==> src/rtl/npd_pkg.sv <==
// Package: shared types, constants and command/status structs of the priority dispatcher.
package npd_pkg;

    localparam int TABLE_SLOTS   = 16;
    localparam int PRIORITY_BITS = 8;
    localparam int TIME_BITS     = 32;

    localparam int SLOT_BITS  = $clog2(TABLE_SLOTS);
    localparam int CNT_BITS   = $clog2(TABLE_SLOTS + 1);
    localparam int AGE_BITS   = SLOT_BITS;
    localparam int ID_BITS    = 16;
    localparam int BURST_BITS = 16;
    localparam int TOTAL_BITS = 48;
    localparam int SUM_BITS   = ((TIME_BITS > BURST_BITS) ? TIME_BITS : BURST_BITS) + 1;

    typedef logic [PRIORITY_BITS-1:0] prio_t;
    typedef logic [TIME_BITS-1:0]     time_t;
    typedef logic [BURST_BITS-1:0]    burst_t;
    typedef logic [ID_BITS-1:0]       id_t;
    typedef logic [AGE_BITS-1:0]      age_t;
    typedef logic [SLOT_BITS-1:0]     slot_idx_t;
    typedef logic [CNT_BITS-1:0]      cnt_t;
    typedef logic [TOTAL_BITS-1:0]    total_t;
    typedef logic [SUM_BITS-1:0]      tsum_t;

    localparam cnt_t  SCAN_END   = cnt_t'(TABLE_SLOTS);
    localparam cnt_t  CNT_ONE    = cnt_t'(1);
    localparam tsum_t TIME_LIMIT = tsum_t'({TIME_BITS{1'b1}});

    localparam logic OP_SUBMIT   = 1'b0;
    localparam logic OP_DISPATCH = 1'b1;

    typedef enum logic [1:0] {
        ST_SUBMITTED  = 2'd0,
        ST_FULL       = 2'd1,
        ST_DISPATCHED = 2'd2,
        ST_EMPTY      = 2'd3
    } status_t;

    typedef struct packed {
        prio_t  prio;
        burst_t burst;
        time_t  arrival;
        id_t    id;
    } slot_t;

    typedef struct packed {
        logic      capture;
        logic      sub_write;
        logic      rd_en;
        slot_idx_t rd_addr;
        logic      pass2;
        logic      scan_clr;
        logic      jump;
        logic      calc1;
        logic      calc2;
        logic      calc3;
        logic      retire;
        logic      emit;
        status_t   emit_status;
    } cmd_t;

    typedef struct packed {
        logic full;
        logic empty;
        logic slot_free;
    } stat_t;

endpackage

==> src/rtl/nonpreemptive_priority_dispatcher_top.sv <==
// Top level: nonpreemptive priority dispatcher, controller plus datapath.
// Submit: when full, the result is strobed straight from idle; else a search from slot 0 fills the lowest free slot.
// Dispatch: when empty, the result is strobed straight from idle; else the single-read-port job table
// is read in two sequential passes (earliest arrival, then highest-priority ready job) before the arithmetic.
// One transaction in flight; busy drops in the cycle the result is registered.
// rst_n clears the table, id counter, clock and totals; the receiver cannot stall.
module nonpreemptive_priority_dispatcher_top (
    input  logic        clk,
    input  logic        rst_n,
    input  logic        start,
    output logic        busy,
    input  logic        opcode,
    input  logic [7:0]  job_priority,
    input  logic [15:0] job_burst,
    input  logic [31:0] job_arrival,
    output logic        done,
    output logic [1:0]  status,
    output logic [15:0] job_number,
    output logic [31:0] dispatch_time,
    output logic [31:0] job_wait,
    output logic [31:0] job_turnaround,
    output logic [47:0] sum_wait,
    output logic [47:0] sum_turnaround,
    output logic [15:0] jobs_done,
    output logic        run_finished
);

    npd_pkg::cmd_t  cmd;
    npd_pkg::stat_t stat;

    npd_ctrl u_ctrl (
        .clk    (clk),
        .rst_n  (rst_n),
        .start  (start),
        .opcode (opcode),
        .stat   (stat),
        .cmd    (cmd),
        .busy   (busy)
    );

    npd_dpath u_dpath (
        .clk            (clk),
        .rst_n          (rst_n),
        .cmd            (cmd),
        .stat           (stat),
        .job_priority   (job_priority),
        .job_burst      (job_burst),
        .job_arrival    (job_arrival),
        .done           (done),
        .status         (status),
        .job_number     (job_number),
        .dispatch_time  (dispatch_time),
        .job_wait       (job_wait),
        .job_turnaround (job_turnaround),
        .sum_wait       (sum_wait),
        .sum_turnaround (sum_turnaround),
        .jobs_done      (jobs_done),
        .run_finished   (run_finished)
    );

endmodule

==> src/rtl/npd_ctrl.sv <==
// Controller: sequences submit slot search, the two dispatch scans and result arithmetic.
module npd_ctrl (
    input  logic           clk,
    input  logic           rst_n,
    input  logic           start,
    input  logic           opcode,
    input  npd_pkg::stat_t stat,
    output npd_pkg::cmd_t  cmd,
    output logic           busy
);

    typedef enum logic [8:0] {
        S_IDLE     = 9'b000000001,
        S_SUB_FIND = 9'b000000010,
        S_SCAN1    = 9'b000000100,
        S_JUMP     = 9'b000001000,
        S_SCAN2    = 9'b000010000,
        S_CALC1    = 9'b000100000,
        S_CALC2    = 9'b001000000,
        S_CALC3    = 9'b010000000,
        S_RETIRE   = 9'b100000000
    } state_t;

    state_t        state_reg, state_next;
    npd_pkg::cnt_t idx_reg, idx_next;

    always_ff @(posedge clk or negedge rst_n)
    begin
        if (!rst_n)
        begin
            state_reg <= S_IDLE;
            idx_reg   <= '0;
        end
        else
        begin
            state_reg <= state_next;
            idx_reg   <= idx_next;
        end
    end

    assign busy = (state_reg != S_IDLE);

    always_comb
    begin
        state_next  = state_reg;
        idx_next    = idx_reg;
        cmd         = '0;
        cmd.rd_addr = idx_reg[npd_pkg::SLOT_BITS-1:0];
        unique case (state_reg)
            S_IDLE:
            begin
                if (start)
                begin
                    cmd.capture = 1'b1;
                    idx_next    = '0;
                    if (opcode == npd_pkg::OP_SUBMIT)
                    begin
                        if (stat.full)
                        begin
                            cmd.emit        = 1'b1;
                            cmd.emit_status = npd_pkg::ST_FULL;
                        end
                        else
                        begin
                            state_next = S_SUB_FIND;
                        end
                    end
                    else
                    begin
                        if (stat.empty)
                        begin
                            cmd.emit        = 1'b1;
                            cmd.emit_status = npd_pkg::ST_EMPTY;
                        end
                        else
                        begin
                            cmd.scan_clr = 1'b1;
                            state_next   = S_SCAN1;
                        end
                    end
                end
            end
            S_SUB_FIND:
            begin
                if (stat.slot_free)
                begin
                    cmd.sub_write   = 1'b1;
                    cmd.emit        = 1'b1;
                    cmd.emit_status = npd_pkg::ST_SUBMITTED;
                    state_next      = S_IDLE;
                end
                else
                begin
                    idx_next = idx_reg + npd_pkg::CNT_ONE;
                end
            end
            S_SCAN1, S_SCAN2:
            begin
                cmd.pass2 = (state_reg == S_SCAN2);
                if (idx_reg == npd_pkg::SCAN_END)
                begin
                    idx_next   = '0;
                    state_next = (state_reg == S_SCAN1) ? S_JUMP : S_CALC1;
                end
                else
                begin
                    cmd.rd_en = 1'b1;
                    idx_next  = idx_reg + npd_pkg::CNT_ONE;
                end
            end
            S_JUMP:
            begin
                cmd.jump   = 1'b1;
                state_next = S_SCAN2;
            end
            S_CALC1:
            begin
                cmd.calc1  = 1'b1;
                state_next = S_CALC2;
            end
            S_CALC2:
            begin
                cmd.calc2  = 1'b1;
                state_next = S_CALC3;
            end
            S_CALC3:
            begin
                cmd.calc3  = 1'b1;
                state_next = S_RETIRE;
            end
            S_RETIRE:
            begin
                cmd.retire      = 1'b1;
                cmd.emit        = 1'b1;
                cmd.emit_status = npd_pkg::ST_DISPATCHED;
                state_next      = S_IDLE;
            end
            default:
            begin
                state_next = S_IDLE;
            end
        endcase
    end

    a_emit_returns_idle: assert property (@(posedge clk) disable iff (!rst_n)
        cmd.emit |=> state_reg == S_IDLE)
        else $error("result emitted but controller not back to idle");

    a_scan_nonempty: assert property (@(posedge clk) disable iff (!rst_n)
        state_reg == S_SCAN1 |-> !stat.empty)
        else $error("dispatch scan running on an empty table");

endmodule

==> src/rtl/npd_dpath.sv <==
// Datapath: job table, scan trackers, timing arithmetic, run totals and result registers.
module npd_dpath (
    input  logic           clk,
    input  logic           rst_n,
    input  npd_pkg::cmd_t  cmd,
    output npd_pkg::stat_t stat,
    input  logic [7:0]     job_priority,
    input  logic [15:0]    job_burst,
    input  logic [31:0]    job_arrival,
    output logic           done,
    output logic [1:0]     status,
    output logic [15:0]    job_number,
    output logic [31:0]    dispatch_time,
    output logic [31:0]    job_wait,
    output logic [31:0]    job_turnaround,
    output logic [47:0]    sum_wait,
    output logic [47:0]    sum_turnaround,
    output logic [15:0]    jobs_done,
    output logic           run_finished
);

    npd_pkg::slot_t     mem [npd_pkg::TABLE_SLOTS];
    npd_pkg::slot_t     rd_data_reg;
    logic               rd_live_reg;
    npd_pkg::slot_idx_t rd_idx_reg;

    logic [npd_pkg::TABLE_SLOTS-1:0] valid_reg;
    npd_pkg::age_t                   age_reg [npd_pkg::TABLE_SLOTS];
    npd_pkg::cnt_t                   count_reg;
    npd_pkg::id_t                    next_id_reg;
    npd_pkg::time_t                  clock_reg;
    npd_pkg::total_t                 wait_total_reg, turn_total_reg;
    npd_pkg::id_t                    done_count_reg;

    npd_pkg::prio_t  in_prio_reg;
    npd_pkg::burst_t in_burst_reg;
    npd_pkg::time_t  in_arr_reg;

    logic               any_reg, ready_reg, found_reg;
    npd_pkg::time_t     min_arr_reg;
    npd_pkg::prio_t     best_prio_reg;
    npd_pkg::age_t      best_age_reg;
    npd_pkg::burst_t    best_burst_reg;
    npd_pkg::time_t     best_arr_reg;
    npd_pkg::id_t       best_id_reg;
    npd_pkg::slot_idx_t sel_reg;

    npd_pkg::time_t start_reg, wait_reg, finish_reg, turn_reg;

    logic              done_reg;
    npd_pkg::status_t  out_status_reg;
    npd_pkg::id_t      out_number_reg, out_jobs_reg;
    npd_pkg::time_t    out_start_reg, out_wait_reg, out_turn_reg;
    npd_pkg::total_t   out_sumw_reg, out_sumt_reg;
    logic              out_fin_reg;

    logic                         rd_hit, cur_ready, cur_better, finishing;
    npd_pkg::age_t                cur_age;
    npd_pkg::tsum_t               finish_sum;
    logic [npd_pkg::TOTAL_BITS:0] wait_sum, turn_sum;

    assign stat.full      = (count_reg == npd_pkg::SCAN_END);
    assign stat.empty     = (count_reg == '0);
    assign stat.slot_free = !valid_reg[cmd.rd_addr];

    assign rd_hit     = rd_live_reg && valid_reg[rd_idx_reg];
    assign cur_age    = age_reg[rd_idx_reg];
    assign cur_ready  = (rd_data_reg.arrival <= clock_reg);
    assign cur_better = !found_reg || (rd_data_reg.prio > best_prio_reg) ||
                        ((rd_data_reg.prio == best_prio_reg) && (cur_age < best_age_reg));
    assign finishing  = (count_reg == npd_pkg::CNT_ONE);

    assign finish_sum = npd_pkg::tsum_t'(clock_reg) + npd_pkg::tsum_t'(best_burst_reg);
    assign wait_sum   = {1'b0, wait_total_reg} + (npd_pkg::TOTAL_BITS + 1)'(wait_reg);
    assign turn_sum   = {1'b0, turn_total_reg} + (npd_pkg::TOTAL_BITS + 1)'(turn_reg);

    // table storage
    always_ff @(posedge clk)
    begin
        if (cmd.sub_write)
            mem[cmd.rd_addr] <= '{prio: in_prio_reg, burst: in_burst_reg,
                                  arrival: in_arr_reg, id: next_id_reg};
        if (cmd.rd_en)
            rd_data_reg <= mem[cmd.rd_addr];
    end

    // age rank per slot, 0 is newest
    always_ff @(posedge clk)
    begin
        for (int i = 0; i < npd_pkg::TABLE_SLOTS; i++)
        begin
            if (cmd.sub_write)
            begin
                if (npd_pkg::slot_idx_t'(i) == cmd.rd_addr)
                    age_reg[i] <= '0;
                else if (valid_reg[i])
                    age_reg[i] <= age_reg[i] + npd_pkg::age_t'(1);
            end
            else if (cmd.retire && valid_reg[i] && (age_reg[i] > best_age_reg))
            begin
                age_reg[i] <= age_reg[i] - npd_pkg::age_t'(1);
            end
        end
    end

    // input capture, trackers and arithmetic stages
    always_ff @(posedge clk)
    begin
        if (cmd.capture)
        begin
            in_prio_reg  <= npd_pkg::prio_t'(job_priority);
            in_burst_reg <= job_burst;
            in_arr_reg   <= npd_pkg::time_t'(job_arrival);
        end
        if (rd_hit && !cmd.pass2 && (!any_reg || (rd_data_reg.arrival < min_arr_reg)))
            min_arr_reg <= rd_data_reg.arrival;
        if (rd_hit && cmd.pass2 && cur_ready && cur_better)
        begin
            best_prio_reg  <= rd_data_reg.prio;
            best_age_reg   <= cur_age;
            best_burst_reg <= rd_data_reg.burst;
            best_arr_reg   <= rd_data_reg.arrival;
            best_id_reg    <= rd_data_reg.id;
            sel_reg        <= rd_idx_reg;
        end
        if (cmd.calc1)
        begin
            start_reg  <= clock_reg;
            wait_reg   <= clock_reg - best_arr_reg;
            finish_reg <= (finish_sum > npd_pkg::TIME_LIMIT) ? '1
                                                            : npd_pkg::time_t'(finish_sum);
        end
        if (cmd.calc2)
            turn_reg <= finish_reg - best_arr_reg;
    end

    always_ff @(posedge clk or negedge rst_n)
    begin
        if (!rst_n)
        begin
            rd_live_reg    <= 1'b0;
            rd_idx_reg     <= '0;
            valid_reg      <= '0;
            count_reg      <= '0;
            next_id_reg    <= '0;
            clock_reg      <= '0;
            wait_total_reg <= '0;
            turn_total_reg <= '0;
            done_count_reg <= '0;
            any_reg        <= 1'b0;
            ready_reg      <= 1'b0;
            found_reg      <= 1'b0;
        end
        else
        begin
            rd_live_reg <= cmd.rd_en;
            rd_idx_reg  <= cmd.rd_addr;
            if (cmd.sub_write)
            begin
                valid_reg[cmd.rd_addr] <= 1'b1;
                count_reg              <= count_reg + npd_pkg::CNT_ONE;
                next_id_reg            <= next_id_reg + npd_pkg::id_t'(1);
            end
            if (cmd.scan_clr)
            begin
                any_reg   <= 1'b0;
                ready_reg <= 1'b0;
            end
            else if (rd_hit && !cmd.pass2)
            begin
                any_reg <= 1'b1;
                if (cur_ready)
                    ready_reg <= 1'b1;
            end
            if (cmd.jump)
            begin
                found_reg <= 1'b0;
                if (!ready_reg)
                    clock_reg <= min_arr_reg;
            end
            else if (rd_hit && cmd.pass2 && cur_ready)
            begin
                found_reg <= 1'b1;
            end
            if (cmd.calc2)
                wait_total_reg <= wait_sum[npd_pkg::TOTAL_BITS] ? '1
                                  : wait_sum[npd_pkg::TOTAL_BITS-1:0];
            if (cmd.calc3)
            begin
                turn_total_reg <= turn_sum[npd_pkg::TOTAL_BITS] ? '1
                                  : turn_sum[npd_pkg::TOTAL_BITS-1:0];
                if (done_count_reg != '1)
                    done_count_reg <= done_count_reg + npd_pkg::id_t'(1);
                clock_reg <= finish_reg;
            end
            if (cmd.retire)
            begin
                valid_reg[sel_reg] <= 1'b0;
                count_reg          <= count_reg - npd_pkg::CNT_ONE;
                if (finishing)
                begin
                    clock_reg      <= '0;
                    wait_total_reg <= '0;
                    turn_total_reg <= '0;
                    done_count_reg <= '0;
                end
            end
        end
    end

    // result registers
    always_ff @(posedge clk or negedge rst_n)
    begin
        if (!rst_n)
            done_reg <= 1'b0;
        else
            done_reg <= cmd.emit;
    end

    always_ff @(posedge clk)
    begin
        if (cmd.emit)
        begin
            out_status_reg <= cmd.emit_status;
            case (cmd.emit_status)
                npd_pkg::ST_SUBMITTED:  out_number_reg <= next_id_reg;
                npd_pkg::ST_DISPATCHED: out_number_reg <= best_id_reg;
                default:                out_number_reg <= '0;
            endcase
            if (cmd.emit_status == npd_pkg::ST_DISPATCHED)
            begin
                out_start_reg <= start_reg;
                out_wait_reg  <= wait_reg;
                out_turn_reg  <= turn_reg;
                out_sumw_reg  <= wait_total_reg;
                out_sumt_reg  <= turn_total_reg;
                out_jobs_reg  <= done_count_reg;
                out_fin_reg   <= finishing;
            end
            else
            begin
                out_start_reg <= '0;
                out_wait_reg  <= '0;
                out_turn_reg  <= '0;
                out_sumw_reg  <= '0;
                out_sumt_reg  <= '0;
                out_jobs_reg  <= '0;
                out_fin_reg   <= 1'b0;
            end
        end
    end

    assign done           = done_reg;
    assign status         = out_status_reg;
    assign job_number     = out_number_reg;
    assign dispatch_time  = 32'(out_start_reg);
    assign job_wait       = 32'(out_wait_reg);
    assign job_turnaround = 32'(out_turn_reg);
    assign sum_wait       = out_sumw_reg;
    assign sum_turnaround = out_sumt_reg;
    assign jobs_done      = out_jobs_reg;
    assign run_finished   = out_fin_reg;

    a_count_matches: assert property (@(posedge clk) disable iff (!rst_n)
        count_reg == npd_pkg::cnt_t'($countones(valid_reg)))
        else $error("occupancy count out of step with valid bits");

    a_write_free: assert property (@(posedge clk) disable iff (!rst_n)
        cmd.sub_write |-> !valid_reg[cmd.rd_addr] && !stat.full)
        else $error("submit overwrites an occupied slot");

    a_retire_found: assert property (@(posedge clk) disable iff (!rst_n)
        cmd.retire |-> found_reg && valid_reg[sel_reg])
        else $error("dispatch retires without a selected ready job");

endmodule
==> config.mk <==
export PLATFORM = sky130hd
export DESIGN_NAME = nonpreemptive_priority_dispatcher_top
export DESIGN_NICKNAME = d
export VERILOG_FILES = /design/src/rtl/npd_pkg.sv /design/src/rtl/nonpreemptive_priority_dispatcher_top.sv /design/src/rtl/npd_ctrl.sv /design/src/rtl/npd_dpath.sv
export SDC_FILE = /design/constraint.sdc
export NUM_CORES = 2
export LEC_CHECK = 0
export BUFFER_PORTS_ARGS = -buffer_cell sky130_fd_sc_hd__buf_2
export CORE_AREA = 2 2 594 596
export CTS_BUF_LIST = sky130_fd_sc_hd__clkbuf_4 sky130_fd_sc_hd__clkbuf_8 sky130_fd_sc_hd__clkbuf_16
export DETAILED_ROUTE_END_ITERATION = 16
export DIE_AREA = 0 0 596 598
export HOLD_SLACK_MARGIN = 0.06
export PLACE_DENSITY = 0.42
export RECOVER_POWER = 25
export SLEW_MARGIN = 20
export SYNTH_ARGS = -nofsm -noshare
export SYNTH_HDL_FRONTEND = slang
export SYNTH_SLANG_ARGS = --single-unit
export TNS_END_PERCENT = 50
==> constraint.sdc <==
create_clock -name clk -period 27.9 [get_ports clk]
set_input_delay 5.58 -clock clk [delete_from_list [all_inputs] [get_ports clk]]
set_output_delay 5.58 -clock clk [all_outputs]
set_load 0.02 [all_outputs]
### Word level (Yosys, flattened, before mapping)

Memories as Yosys holds them, arrays and structs flattened. A register that Yosys moved wholly into a read port is not among the register bits.
Index checks and enable logic that the tools add are counted.

| storage, ports and cells | value |
|---|---|
| input port bits | 60 |
| memories | 2 |
| RAM bits | 1,216 |
| word-level logic and storage cells | 504 |
| flip-flop bits (word level) | 727 |

Memories:

| name | words | bits a word | rd ports | clocked after Yosys merged registers in | write ports | RTL line | RTL |
|---|---|---|---|---|---|---|---|
| u_dpath.mem | 16 | 72 | 1 | 1 | 1 | npd_dpath.sv:22 | `npd_pkg::slot_t mem [npd_pkg::TABLE_SLOTS];` |
| u_dpath.age_reg | 16 | 4 | 17 | 0 | 16 | npd_dpath.sv:28 | `npd_pkg::age_t age_reg [npd_pkg::TABLE_SLOTS];` |

| cells by class | value |
|---|---|
| bitwise logic cells | 35 |
| equality and inequality tests | 37 |
| order comparisons | 26 |
| add/subtract/negate cells | 42 |
| reduce and logical (&&, ||, !) cells | 59 |
| mux-type cells | 265 |

Operators with widths:

| cell | number |
|---|---|
| $mux 48 | 8 |
| $mux 1 | 189 |
| $mux 32 | 5 |
| $mux 4 | 32 |
| $add 48x32->49 | 2 |
| $mux 16 | 6 |
| $add 4x1->4 const B | 16 |
| $gt 4x4->1 | 16 |
| $sub 32x32->32 | 2 |
| $sub 4x1->4 const B | 16 |
| $pmux 9 s7 | 1 |
| $mux 9 | 6 |
| $logic_and 1x1->1 | 41 |
| $add 32x16->33 | 1 |
| $gt 33x32->1 const B | 1 |
| $add 16x1->16 const B | 2 |
| $eq 4x4->1 const A | 8 |
| $le 32x32->1 | 1 |
| $lt 32x32->1 | 1 |
| $or 1x1->1 | 32 |
| $pmux 16 s2 | 1 |
| $mux 5 | 5 |
| $and 16x16->16 | 1 |
| $eq 3x4->1 const A | 4 |
| other kinds (45) | 67 |

### Depth between registers and ports, before layout

| depth | value |
|---|---|
| depth in word-level cells | 8 |
| mapped depth | 14 |

### By module

Synthesis repeated with hierarchy kept, for this count alone.

| second synthesis, totals | value |
|---|---|
| cells, all modules | 5,419 |
| area, all modules | 87,431.4 um2 |

By module, submodules not included:

| module | times used | cells each | area an instance (um2) | seq. area each (um2) |
|---|---|---|---|---|
| npd_dpath | 1 | 5,305 | 86,382.8 | 59,136.7 |
| npd_ctrl | 1 | 114 | 1,048.5 | 351.6 |

### Worst setup path after synthesis

OpenSTA, ideal clock, no wires.

| timing | value |
|---|---|
| kind | input-to-reg |
| start point | in opcode |
| end point | reg u_dpath.done_reg, in the netlist u_dpath.done |
| required time | 26.137 ns |
| stages | 3 |
| path slack | 4.435 ns |
| arrival | 21.702 ns |
| path through | xor2_1 nand3_1 o21ai_0 |

RTL lines:

| item | RTL line | RTL |
|---|---|---|
| start: declaration | nonpreemptive_priority_dispatcher_top.sv:12 | `input logic opcode,` |
| end signal: assignment | npd_dpath.sv:217 | `done_reg <= cmd.emit;` |
| end: declaration | npd_dpath.sv:50 | `logic done_reg;` |

### Worst setup path in the final report

| timing | value |
|---|---|
| start point | reg u_ctrl.state_reg[1] |
| end point | out busy |

| on the way | value |
|---|---|
| longest elaborated chain between the ends | 1 |

RTL lines:

| item | RTL line | RTL |
|---|---|---|
| start: declaration | npd_ctrl.sv:24 | `state_t state_reg, state_next;` |
| start signal: assignment | npd_ctrl.sv:36 | `state_reg <= state_next;` |
| $ne 9x1->1 | npd_ctrl.sv:41 | `assign busy = (state_reg != S_IDLE);` |
| end: declaration | nonpreemptive_priority_dispatcher_top.sv:11 | `output logic busy,` |

Every way passes these cells.

==> results.cfg <==
[pwr]
total_power_mw = 8.40
powerDensity_nw_per_um2 = 82.1
ir_drop_uv = 60.1
leakage_nw = 35.6

[detailed_routing]
drc = 0
wire_per_inst_um = 23.7
via_count = 48200
ant_nets = 0
wirelength_mm = 249
drtIter0Drc = 3609
drt_first_pass_iters = 5
viasPerCell = 4.59

[final_layout]
nFillCells = 34800
layout.nets = 6073
fin_cells = 10500
largest_reg_flops = 1152
drive_gt1_frac = 0.207
fin_util = 0.292
syn_to_final_growth_pct = 17.5

[yosys]
yosysSeqAreaShare = 0.683
synth_area_sq_um = 87100
synth_seq_cells = 2015
synth_edf_count = 1811
synth_cells = 5271
synth_nets = 5658
synth_top_area_cell = edfxtp_1
synth_area_leaders = edfxtp_1 (62%), mux4_2 (10%), dfrtp_1 (5.8%)
yosysMostFrequentCell = edfxtp_1
synthTopCellsByCount = edfxtp_1 (1811), mux4_2 (398), ha_1 (321), a21oi_1 (247), and2_1 (226)
synth.distinct_cells = 81
async_reset_ff_frac = 0.101
yosysTopAreaCellShare = 0.624
yosysWarnings = 0
synth.avg_cell_area_sq_um = 16.5
synth_flop_cell = edfxtp_1

[global_routing]
overflow = 0
grt_pass1_wl_mm = 361
grt_antenna_before_repair = 39
grt_usage = 0.137
grt_pass1_vias = 49400
grt_max_degree = 129

[clock_network]
ctsHoldBuffers = 0
post-cts-setup-buffers = 0
cts_sinks = 2015
ctsHtreeMaxLevel = 4
cts_resized = 0
clk_pin_slew_ns = 0.06
cts_tree = done
cts_buffer_depth = 4
numCtsBuffers = 227
cts-root-buf = clkbuf_16
clk_latency_ns = 0.91

[floorplanning]
core_area_sq_um = 351000
start_util = 0.248
die_y_um = 598
dieWidth_um = 596
boundaryPins = 289
rows = 218
die_area_sq_um = 356000

[sta]
rsz0062_at_grt = no
clock.fmax_mhz = 122
period_share = 0.295
fin_skew_ns = 0.0957
finalHoldViolCount = 0
slew_headroom = 0.278
setup_violations = 0
tightest_slew_ns = 1.08
fin_crit_ns = 8.22
setup_tns_ns = 0
drv_slew = 0

[critical_path]
critPathLaunchType = flip-flop
worstSetupPathType = flip-flop to primary output
end_kind = primary output
worstPathRequired_ns = 22.32
crit_fanout = 6
reg2reg_depth = 9
slowest_stage = or4_1
crit_chain = or4_1 > nor4_1 > nand3b_1 > buf_2
cpPeakStageDelay_ns = 0.56
crit_arrival_ns = 2.64

[min_path]
hp-class = flip-flop to flip-flop
hold_depth = 0

[flow_run]
cap_violations = 0

[outcome]
status = completed

[placed_design]
dp.cells = 10100
place_congestion = 0.781
dp.final_hpwl_mm = 156
port_buffers = 288
-- routing by layer --
| layer | routed length (um) | vias to the layer above | global-route usage |
|---|---|---|---|
| li1 | - | 21700 | - |
| met1 | 118000 | 25000 | 0.196 |
| met2 | 115000 | 1120 | 0.219 |
| met3 | 10700 | 341 | 0.0197 |
| met4 | 5180 | 28 | 0.0322 |
| met5 | 163 | - | 0 |
-- metrics by stage --
| stage | area [sq um] | hold WS (ns) | setup slack [ns] |
|---|---|---|---|
| after global routing | 102000 | 0.411 | 19.49 |
| after floorplan | 87100 | 0.399 | 4.44 |
| final | 102000 | 0.411 | 19.68 |
| after detailed placement | 94500 | 0.405 | 18.58 |
| after global placement | 94500 | 0.402 | 18.61 |
| after CTS | 102000 | 0.411 | 19.54 |
-- placed cells by master, fill, tap and decap left out, drive strengths merged, types with 48 or more instances in the layout --
| master | count |
|---|---|
| mux4 | 398 |
| nor2 | 210 |
| a21oi | 247 |
| and3 | 48 |
| ha | 321 |
| clkinv | 91 |
| a211oi | 49 |
| nand3 | 79 |
| inv | 211 |
| a21o | 99 |
| xnor2 | 105 |
| and2 | 227 |
| nand4 | 55 |
| dfrtp | 203 |
| clkbuf | 294 |
| a31oi | 56 |
| nand2 | 215 |
| o21ai | 184 |
| edfxtp | 1811 |
| nor3 | 56 |
| xor2 | 70 |
| buf | 371 |
-- worst paths after layout --
check                                                        from                             endpoint  slack [ns]
worst max-delay path              u_ctrl.state_reg[1]$_DFFE_PN0P_                                 busy       19.68
worst min-delay path            u_dpath.rd_data_reg[10]$_DFFE_PP_    u_dpath.best_id_reg[10]$_DFFE_PP_        0.41
worst max register to register      u_ctrl.idx_reg[1]$_DFFE_PN0P_      u_dpath.age_reg[9][1]$_DFFE_PP_       21.37
worst min register to register  u_dpath.rd_data_reg[10]$_DFFE_PP_    u_dpath.best_id_reg[10]$_DFFE_PP_        0.41
max in group asynchronous                                   rst_n        u_ctrl.idx_reg[0]$_DFFE_PN0P_       21.94
min in group asynchronous                                   rst_n  u_dpath.done_count_reg[8]$_DFF_PN0_        4.64
-- layout make-up --
class                   count  area [sq um]  area share
clock inverters           131          1460      0.0142
inverters                 208           783     0.00766
multi-input cells        2863         26300       0.257
diodes                     10          25.0    0.000245
flip-flops and latches   2015         59500       0.582
clock buffers             294          6290      0.0614
repair buffers            371          2130      0.0208
well taps                4620          5780      0.0565
-- logic make-up after synthesis --
logic type               after synthesis  share of synthesized area
AO/OA/AOI/OAI                        870                     0.0644
XOR/XNOR                             175                     0.0176
adder cells (fa/ha/maj)              327                     0.0475
buffers and inverters                393                     0.0170
flip-flops                          2015                      0.683
multiplexers                         448                      0.109
AND/OR/NAND/NOR                     1043                     0.0616
-- critical path: cells and delay by family (launching register included) --
| kind | cells | cell delay, ns |
|---|---|---|
| buffers and inverters | 1 | 0.25 |
| and+or+nand+nor | 3 | 1.16 |
| DFF | 1 | 0.41 |
-- power by group --
part	leakage, nW	total (mW)	internal [mW]	switching (mW)
combinational	12.6	1.46	0.648	0.810
sequential	19.2	3.84	3.59	0.248
clock	3.85	3.10	1.85	1.25
No activity file was read; power rests on OpenSTA's default activity.
